==> config.mk <==
export PLATFORM = sky130hd
export DESIGN_NAME = ssa_ctrl
export DESIGN_NICKNAME = d
export VERILOG_FILES = /design/src/sv/ssa_pkg.sv /design/src/sv/ssa_ctrl.sv
export SDC_FILE = /design/constraint.sdc
export NUM_CORES = 1
export LEC_CHECK = 0
export BUFFER_PORTS_ARGS = -buffer_cell sky130_fd_sc_hd__buf_4
export CORE_AREA = 3 3 40 42
export CTS_CLUSTER_DIAMETER = 200
export DETAILED_ROUTE_END_ITERATION = 10
export DIE_AREA = 0 0 43 45
export PLACE_DENSITY = 0.45
export SLEW_MARGIN = 20
export SYNTH_ARGS = -nofsm -noshare
export SYNTH_HDL_FRONTEND = slang
export SYNTH_SLANG_ARGS = --single-unit
==> constraint.sdc <==
create_clock -name clk -period 1.1 [get_ports clk]
set_input_delay 0.11 -clock clk [delete_from_list [all_inputs] [get_ports clk]]
set_output_delay 0.11 -clock clk [all_outputs]
set_load 0.005 [all_outputs]
==> src/sv/ssa_pkg.sv <==
// ssa_pkg: shared types and constants for the sweep stack averager.
// No dependencies; imported by every module of the block.
package ssa_pkg;

	localparam int MAX_POINTS_DEF   = 512;
	localparam int MAX_CHANNELS_DEF = 8;

	localparam int SAMPLE_W  = 32;
	localparam int IDX_W     = 12;
	localparam int CFG_W     = 16;
	localparam int CFG_IDX_W = 2;
	localparam int PTS_CFG_W = 10;
	localparam int CH_CFG_W  = 4;
	localparam int SW_CFG_W  = 16;

	localparam logic [PTS_CFG_W-1:0] PTS_RST = PTS_CFG_W'(512);
	localparam logic [CH_CFG_W-1:0]  CH_RST  = CH_CFG_W'(1);
	localparam logic [SW_CFG_W-1:0]  SW_RST  = SW_CFG_W'(1);

	typedef enum logic [CFG_IDX_W-1:0] {
		REG_POINTS   = 2'd0,
		REG_CHANNELS = 2'd1,
		REG_SWEEPS   = 2'd2,
		REG_ALT      = 2'd3
	} cfg_reg_t;

	typedef struct packed {
		logic clr_en;
		logic take;
		logic commit;
	} ssa_cmd_t;

	typedef struct packed {
		logic clr_last;
		logic div_done;
		logic emit;
		logic out_full;
	} ssa_status_t;

endpackage

==> src/sv/ssa_ctrl.sv <==
// ssa_ctrl: sequencing state machine for the sweep stack averager.
// Depends on ssa_pkg; drives the datapath through ssa_cmd_t.
module ssa_ctrl import ssa_pkg::*; (
	input  logic        clk,
	input  logic        arst_n,
	input  logic        in_valid,
	output logic        in_ready,
	input  ssa_status_t status,
	output ssa_cmd_t    cmd
);

	typedef enum logic [3:0] {
		ST_CLEAR = 4'b0001,
		ST_IDLE  = 4'b0010,
		ST_DIV   = 4'b0100,
		ST_UPD   = 4'b1000
	} state_t;

	state_t state_q, state_d;

	always_comb begin
		state_d    = state_q;
		in_ready   = 1'b0;
		cmd        = '0;
		unique case (state_q)
			ST_CLEAR: begin
				cmd.clr_en = 1'b1;
				if (status.clr_last) begin
					state_d = ST_IDLE;
				end
			end
			ST_IDLE: begin
				in_ready = 1'b1;
				cmd.take = in_valid;
				if (in_valid) begin
					state_d = ST_DIV;
				end
			end
			ST_DIV: begin
				if (status.div_done) begin
					state_d = ST_UPD;
				end
			end
			ST_UPD: begin
				if (!(status.emit && status.out_full)) begin
					cmd.commit = 1'b1;
					state_d    = ST_IDLE;
				end
			end
			default: begin
				state_d = ST_CLEAR;
			end
		endcase
	end

	always_ff @(posedge clk or negedge arst_n) begin
		if (!arst_n) begin
			state_q <= ST_CLEAR;
		end else begin
			state_q <= state_d;
		end
	end

endmodule

; ---- Yosys cells after proc, flatten, opt, wreduce, memory -nomap -nowiden
; Cells that the tools add are included.
; Widths: inputs -> output; s select.
[word_totals]
reg_bits = 4
out_inout_bits = 4
[op_classes]
n_eq_ne = 8
mux = 10
n_reduce_logical = 2
[ops]
columns = operator, count
row1 = $mux 4, 4
row2 = $pmux 4 s4, 1
row3 = $ne 2x2->1 const B, 4
row4 = $mux 1, 5
row5 = $eq 4x1->1 const B, 1
row6 = $eq 4x2->1 const B, 1
row7 = $eq 4x3->1 const B, 1
row8 = $eq 4x4->1 const B, 1
row9 = $reduce_and 4->1, 1
row10 = $logic_and 1x1->1, 1

; ---- Logic depth before layout (Yosys ltp)
; Gate-level depths: netlist (run 1).
[depth]
word_depth = 3
depth_mapped = 4
ltp_nobuf = 3

; ---- Worst setup path before layout (run 1)
; No wires, ideal clock.
[synth_path]
path_kind = reg2out
startpoint = reg state_q[2]
endpoint = out cmd[1] in the netlist's numbering
t_arrival_ns = 0.985
t_required_ns = 0.990
setup_slack_ns = 0.005
path_stages_with_launch = 4
n_path_buf = 1
path_cell_list = dfrtp_1 buf_4 nor4b_4 and2_1
[synth_rtl]
columns = element, line
row1 = from (decl), ssa_ctrl.sv:19  ; state_t state_q, state_d;
row2 = from (signal assigned), ssa_ctrl.sv:60  ; state_q <= state_d;
row3 = to (decl), ssa_ctrl.sv:9  ; output ssa_cmd_t cmd

==> results of run 1 <==
cell usage in the layout, fill, tap and decap left out, types with 2 or more instances in the layout:
cell type  count
clkbuf_4       3
buf_6          4
nor4b_4        2
buf_4         17
dfrtp_2        2
cell families after synthesis:
family                    after synthesis  share of synthesized area [%]
buffers and inverters                   5                           10.6
AOI/OAI and AO/OA                       7                           16.2
xor gates and xnor gates                1                           2.98
and+or+nand+nor                        13                           35.7
DFF                                     4                           34.5
timing repair:
action                                  CTS  global route
cloned                                    0             0
setup buffers                             5             0
hold buffers                              1             0
endpoints found under the setup margin    6             8
pin swaps                                 2             4
endpoints found under the hold margin     4             0
resized for setup                         5             8
worst reg2reg max path, stage by stage, from the launching register on:
cell,delay [ps]
dfrtp_2,460
buf_6,140
buf_4,140
nor2b_4,110
a22oi_1,70
o32ai_1,230
routing by layer:
layer	track usage, %	up-vias	part of all wire [%]
li1	-	155	-
met1	13.3	150	40
met2	20.7	6	58
met3	3.19	0	2.6
met4	3.61	0	0
met5	0	-	0
power breakdown:
part	internal (mW)	switching (mW)
Combinational	0.321	0.205
Clock	0.137	0.0707
Sequential	0.204	0.0682
Total	0.662	0.344
layout make-up:
type	count	area (um2)
fill	136	757
multi-input combinational	21	189
timing repair buffer	22	183
sequential	4	104
clock buffer	4	26.3
tap	15	18.8
inverter	2	7.51
final timing paths:
path	end	slack [ps]	depth (start not counted)
min	state_q[1]$_DFFE_PN0P_	90	2
max in group asynchronous	state_q[0]$_DFFE_PN1P_	690	2
max	cmd[0]	-270	4
min reg2reg	state_q[3]$_DFFE_PN0P_	600	2
max reg2reg	state_q[1]$_DFFE_PN0P_	-160	5
min in group asynchronous	state_q[2]$_DFFE_PN0P_	200	2
metrics by stage:
step                setup TNS, ps  area, um2  setup WS [ps]  util, %
global placement            -25.6        409          -16.3     31.8
finish                      -1190        528           -274     41.1
CTS                         -1260        504           -304     39.2
floorplan                       0        294           4.72        -
detailed placement           -146        409          -45.2     31.8
global route                -1630        528           -336     41.1
==> metrics.csv, run 1 <==
metric,value,unit
outcome,"complete, but fails checks",
violations,negative setup slack,
ant_nets,0,
worst_slew_pin_slew,258,ps
hold_viol_final,0,
nNetsFinal,61,
die_h,45,um
yosysTopAreaCell,dfrtp_1,
cts_buffers,3,
cpPeakStageDelay,460,ps
cp.required,990,ps
firstDrtPassIters,2,
drv_cap,0,
ys_dominant_reg_cell,dfrtp_1,
powerDensity,1900,nW/um2
synth_seq_cells,4,
wl,988,um
ys_types,28,
synth_area,294,um2
reg2reg_from,state_q[3]$_DFFE_PN0P_,
core-area,1280,um2
synth_edf_count,0,
avgSynthCellArea,9.80,um2
timing.critical_path.from,state_q[3]$_DFFE_PN0P_,
dp_hpwl,651,um
die_w,43,um
cp_data_arrival_time,1260,ps
overflow,0,
ir_worst_vdd,772,uV
synth.net_count,37,
yosysMostFrequentCell,dfrtp_1,
cts.sinks,4,
p_leak,0.242,nW
largest_register_ffs,4,
post-route-period-util,125,%
finalSetupViolations,7,
rsz0062_at_grt,true,
initial_core_util,22.9,%
reg.largest.list,state_q: 4 flops,
synth_warnings,0,
path_cells,buf_6 -> nor2b_2 -> and3_4 -> buf_4,
yosysSeqAreaShare,34.5,%
drt_iter0_drc,1,
grt_pass1_vias,367,
synth.area.top_cells,"dfrtp_1 (26%), dfstp_2 (8.9%), nor4b_4 (8.1%)",
top_register,state_q,
num_io_pins,11,
whs,85.6,ps
finalNonFillerCells,68,
grt_max_degree,7,
holdCritStartpoint,in_valid,
route.detailed.drc,0,
num_vias,311,
wl_per_cell,14.5,um
layout_setup_ws,-274,ps
diodes,0,
cp-start-kind,flip-flop,
grt_usage,11.5,%
rows,13,
routabilityCongestion,0.720,
cts_tree,built,
fin_skew,13.4,ps
endpoint_kind,output pin,
max_clock_freq,728,MHz
crit_family,flip-flops,
crit_path_max_fanout,5,
worst-setup-path-type,reg2out,
fp.dieArea,1940,um2
syn2layout_area_growth,79.6,%
antenna_found_initial,0,
clock_latency,240,ps
ctsRootBufferMaster,clkbuf_4,
numPortBuffers,10,
post-synth-top-area-fraction,25.5,%
min_path_type,in2reg,
viasPerCell,4.57,
drive_above_1_share,66.0,%
cts_buffer_depth,2,
h-tree-depth,1,
power,1.01,mW
slew_violations,0,
syn_inst,30,
cp_num_buf_inv,2,
place_inst,58,
cp_slowest_cell,dfrtp_2,
layout_min_cycle_time,1370,ps
async_flop_share,100,%
grt_pass1_wl,1.63,mm
path_clk_slew,50,ps
max_slew_margin,82.7,%
Power figures use the tool's default switching activity.
==> inputs of run 2 (changes only) <==
--- a/config.mk
+++ b/config.mk
@@ -10,6 +10,7 @@
 export CTS_CLUSTER_DIAMETER = 200
 export DETAILED_ROUTE_END_ITERATION = 10
 export DIE_AREA = 0 0 43 45
+export MAX_ROUTING_LAYER = met4
 export PLACE_DENSITY = 0.45
 export SLEW_MARGIN = 20
 export SYNTH_ARGS = -nofsm -noshare
==> run 2 against run 1 <==
Against the previous run:
- the flow still finishes with violations (negative setup slack)
- hold slack worse by 0.75 ps
- clock-buffer cell count unchanged
- flip-flop and latch count unchanged
- design area unchanged
- cell count unchanged
- register-to-register slack about the same
- die area unchanged
- total power up 0.43%
==> metrics.csv, run 2 (synthesized netlist as in run 1, its figures left out) <==
metric,value,unit
outcome,"complete, but fails checks",
violations,negative setup slack,
grt_usage,11.9,%
wl_per_cell,14.7,um
layout_min_cycle_time,1380,ps
max_clock_freq,726,MHz
cts_buffer_depth,2,
wl,997,um
endpoint_kind,output pin,
drt_iter0_drc,0,
cp_data_arrival_time,1270,ps
largest_register_ffs,4,
slew_violations,0,
cts.sinks,4,
grt_pass1_vias,366,
cp-start-kind,flip-flop,
num_io_pins,11,
clock_latency,240,ps
cts_tree,built,
grt_max_degree,7,
antenna_found_initial,0,
max_slew_margin,83.0,%
drive_above_1_share,66.0,%
ant_nets,0,
core-area,1280,um2
num_vias,311,
rsz0062_at_grt,true,
min_path_type,in2reg,
overflow,0,
die_h,45,um
firstDrtPassIters,1,
fp.dieArea,1940,um2
h-tree-depth,1,
layout_setup_ws,-278,ps
top_register,state_q,
worst-setup-path-type,reg2out,
power,1.01,mW
worst_slew_pin_slew,253,ps
path_clk_slew,50,ps
routabilityCongestion,0.728,
dp_slack,-45.2,ps
ctsRootBufferMaster,clkbuf_4,
post-route-period-util,125,%
powerDensity,1910,nW/um2
drv_cap,0,
initial_core_util,22.9,%
syn2layout_area_growth,79.6,%
finalSetupViolations,7,
grt_pass1_wl,1.63,mm
p_leak,0.242,nW
layout_common_cells,"buf_4 (17), buf_6 (4), clkbuf_4 (3)",
cts_buffers,3,
numPortBuffers,10,
reg.largest.list,state_q: 4 flops,
ir_worst_vdd,773,uV
layout_commonest_cell,buf_4,
route.detailed.drc,0,
diodes,0,
rows,13,
die_w,43,um
cp.required,990,ps
viasPerCell,4.57,
nNetsFinal,61,
dp_hpwl,651,um
fin_skew,16.1,ps
hold_viol_final,0,
crit_path_max_fanout,5,
==> run 2: cell counts in the layout (fill, tap and decap cells not counted) <==
No cell type changed its count.
==> run 2: final timing paths <==
| check | from | to | slack, ps | cells after the start |
|---|---|---|---|---|
| hold reg to reg | state_q[1]$_DFFE_PN0P_ | state_q[3]$_DFFE_PN0P_ | 590 | 2 |
| setup reg to reg | state_q[3]$_DFFE_PN0P_ | state_q[1]$_DFFE_PN0P_ | -170 | 5 |
| hold / removal | in_valid | state_q[1]$_DFFE_PN0P_ | 80 | 2 |
| min in group asynchronous | arst_n | state_q[2]$_DFFE_PN0P_ | 200 | 2 |
| setup / recovery | state_q[3]$_DFFE_PN0P_ | cmd[0] | -280 | 4 |
| max in group asynchronous | arst_n | state_q[0]$_DFFE_PN1P_ | 690 | 2 |
==> run 2: layout make-up <==
class / count / area [um2]
multi-input combinational: 21 / 189
sequential: 4 / 104
timing repair buffer: 22 / 183
clock buffer: 4 / 26.3
tap: 15 / 18.8
fill: 136 / 757
inverter: 2 / 7.51
==> run 2: per-stage QoR <==
step | hold slack (ps) | TNS, ps | area (um2) | util, % | std cells
after floorplan | -186 | 0 | 294 | - | 30
after global placement | -90.1 | -25.6 | 409 | 31.8 | 58
after detailed placement | -90.8 | -146 | 409 | 31.8 | 58
after CTS | 80.0 | -1260 | 504 | 39.2 | 68
after global routing | 86.7 | -1630 | 528 | 41.1 | 68
final | 84.8 | -1230 | 528 | 41.1 | 68
==> run 2: layer usage <==
layer	part of all wire (%)	track usage [%]
met1	40	13.3
met2	57	20.7
met3	2.7	3.19
met4	0	3.61
met5	0	-
==> run 2: repair_timing <==
item                       in CTS  in global routing
buffers inserted                5                  0
resized for setup               5                  8
hold endpoints to repair        4                  0
hold buffers                    1                  0
setup endpoints to repair       6                  8
pin swaps                       2                  4
==> run 2: power breakdown <==
part	switching (mW)	total, mW	internal (mW)	leakage (nW)
registers	0.0680	0.272	0.204	0.0478
clock network	0.0740	0.211	0.137	0.0150
logic	0.206	0.527	0.321	0.179
==> run 2: critical path, stage by stage, from the launching register on <==
cell and delay, ps:
dfrtp_2 460, buf_6 140, nor2b_2 150, and3_4 150, buf_4 130
==> inputs of run 3 (changes only) <==
--- a/config.mk
+++ b/config.mk
@@ -7,7 +7,7 @@
 export LEC_CHECK = 0
 export BUFFER_PORTS_ARGS = -buffer_cell sky130_fd_sc_hd__buf_4
 export CORE_AREA = 3 3 40 42
-export CTS_CLUSTER_DIAMETER = 200
+export CTS_BUF_LIST = sky130_fd_sc_hd__clkbuf_4 sky130_fd_sc_hd__clkbuf_8
 export DETAILED_ROUTE_END_ITERATION = 10
 export DIE_AREA = 0 0 43 45
 export MAX_ROUTING_LAYER = met4
==> run 3 against run 2 <==
Against the previous run:
- the flow still finishes with violations (negative setup slack)
- first-iteration DRC count unchanged
- register-to-register slack hardly changed
- via count grew 1.3%
- sequential power grew 2%
- global-route usage rose by 0.17 points
- cell count grew 1.5%
- total power rose by 4.6%
- clock-buffer cell count is the same
- combinational power grew 2%
- clock power grew 14%
==> metrics.csv, run 3 (synthesized netlist as in run 1, its figures left out) <==
metric,value,unit
outcome,"complete, but fails checks",
violations,negative setup slack,
fp.dieArea,1940,um2
endpoint_kind,output pin,
seqCellArea,104,um2
drv_cap,0,
p_leak,0.252,nW
ant_nets,0,
worst_slew_pin_slew,253,ps
layout_commonest_cell,buf_4,
num_vias,315,
power,1.06,mW
reg.largest.list,state_q: 4 flops,
cts_tree,built,
powerDensity,1930,nW/um2
min_path_type,in2reg,
die_h,45,um
multi_input_area,194,um2
ctsRootBufferMaster,clkbuf_4,
route.detailed.drc,0,
diodes,0,
hold_end,state_q[1]$_DFFE_PN0P_,
grt_usage,12.0,%
r2r_end,state_q[1]$_DFFE_PN0P_,
cts.sinks,4,
rows,13,
dp_hpwl,651,um
numPortBuffers,10,
finalSetupViolations,8,
cp.required,990,ps
cp_slowest_cell,dfrtp_2,
initial_core_util,22.9,%
drt_iter0_drc,0,
grt_pass1_vias,371,
wl_per_cell,14.0,um
clock_latency,250,ps
grt_pass1_wl,1.65,mm
ir_worst_vdd,782,uV
holdCritStartpoint,in_valid,
max_slew_margin,83.1,%
cpPeakStageDelay,460,ps
num_io_pins,11,
die_w,43,um
post-route-period-util,126,%
antenna_found_initial,0,
cts_buffer_depth,2,
layout_setup_ws,-284,ps
path_cells,buf_6 -> nor2b_2 -> and3_4 -> buf_4,
drive_above_1_share,72.2,%
nNetsFinal,62,
grt_max_degree,7,
rrSetupSlack,-170,ps
nFillCells,131,
cts_buffers,3,
top_register,state_q,
timing.critical_path.from,state_q[3]$_DFFE_PN0P_,
max_clock_freq,723,MHz
worst-setup-path-type,reg2out,
hold_viol_final,0,
syn2layout_area_growth,86.4,%
h-tree-depth,1,
overflow,0,
fin_skew,18.6,ps
cp-start-kind,flip-flop,
path_clk_slew,50,ps
hold_depth,2,
postLayoutCoreUtil,42.6,%
layout_min_cycle_time,1380,ps
wl,968,um
layout_common_cells,"buf_4 (17), buf_6 (5), clkbuf_4 (4)",
slew_violations,0,
core-area,1280,um2
reg2reg_from,state_q[3]$_DFFE_PN0P_,
viasPerCell,4.57,
firstDrtPassIters,1,
cp_data_arrival_time,1270,ps
routabilityCongestion,0.728,
largest_register_ffs,4,
rr_worst_depth,5,
crit_path_max_fanout,5,
rsz0062_at_grt,true,
==> run 3: cell types whose count changed in the layout (fill, tap and decap cells not counted) <==
cell | previous run | this run
a211oi_2 | 0 | 1
clkbuf_1 | 1 | 0
a211oi_1 | 1 | 0
inv_2 | 1 | 2
buf_6 | 4 | 5
clkbuf_4 | 3 | 4
inv_1 | 1 | 0
==> run 3: critical path, delay by kind of cell, from the launching register on <==
kind          cells  cell delay, ps
buf+inv           2             270
flops             1             460
simple gates      2             300
==> run 3: routing by layer <==
layer  vias to the layer above  track usage [%]  wire (um)
met1                       154             12.8        386
met2                         6             21.0        554
met4                         0             5.42          0
met5                         -                -          0
li1                        155                -          -
met3                         0             3.19         27
==> run 3: final cells by class <==
cell class | instances | area share (%)
repair buffers | 23 | 35.4
multi-input cells | 21 | 35.4
flip-flops and latches | 4 | 18.9
well taps | 15 | 3.42
clock buffers | 4 | 5.48
inverters | 2 | 1.37
==> run 3: metrics by stage <==
step	hold WS, ps	area, um2	TNS [ps]	std cells	setup slack [ps]
after floorplan	-186	294	0	30	4.72
after global placement	-90.1	409	-25.6	58	-16.3
after detailed placement	-90.8	409	-146	58	-45.2
after CTS	74.5	508	-1290	68	-310
after global routing	82.8	548	-1810	69	-340
final	82.0	548	-1360	69	-284
==> run 3: report_power, final <==
| part | internal, mW | switching, mW | total (mW) | leakage, nW |
|---|---|---|---|---|
| Sequential | 0.204 | 0.0726 | 0.277 | 0.0478 |
| Combinational | 0.332 | 0.207 | 0.539 | 0.186 |
| Clock | 0.162 | 0.0786 | 0.240 | 0.0184 |
| Total | 0.698 | 0.358 | 1.06 | 0.252 |
==> run 3: repair_timing <==
| item | in CTS | in global routing |
|---|---|---|
| hold endpoints to repair | 4 | 0 |
| endpoints found under the setup margin | 6 | 8 |
| setup buffers | 5 | 1 |
| resized for setup | 5 | 11 |
| pin swaps | 2 | 5 |
| hold buffers | 1 | 0 |
==> run 3: worst max path at each step <==
stage / depth (start not counted) / endpoint / slack [ps]
finish: 4 / cmd[0] / -280
global route: 3 / cmd[1] / -340
CTS: 3 / cmd[1] / -310
detailed placement: 4 / state_q[0]$_DFFE_PN1P_ / -50
global placement: 4 / state_q[0]$_DFFE_PN1P_ / -20
floorplan: 3 / cmd[1] / 5
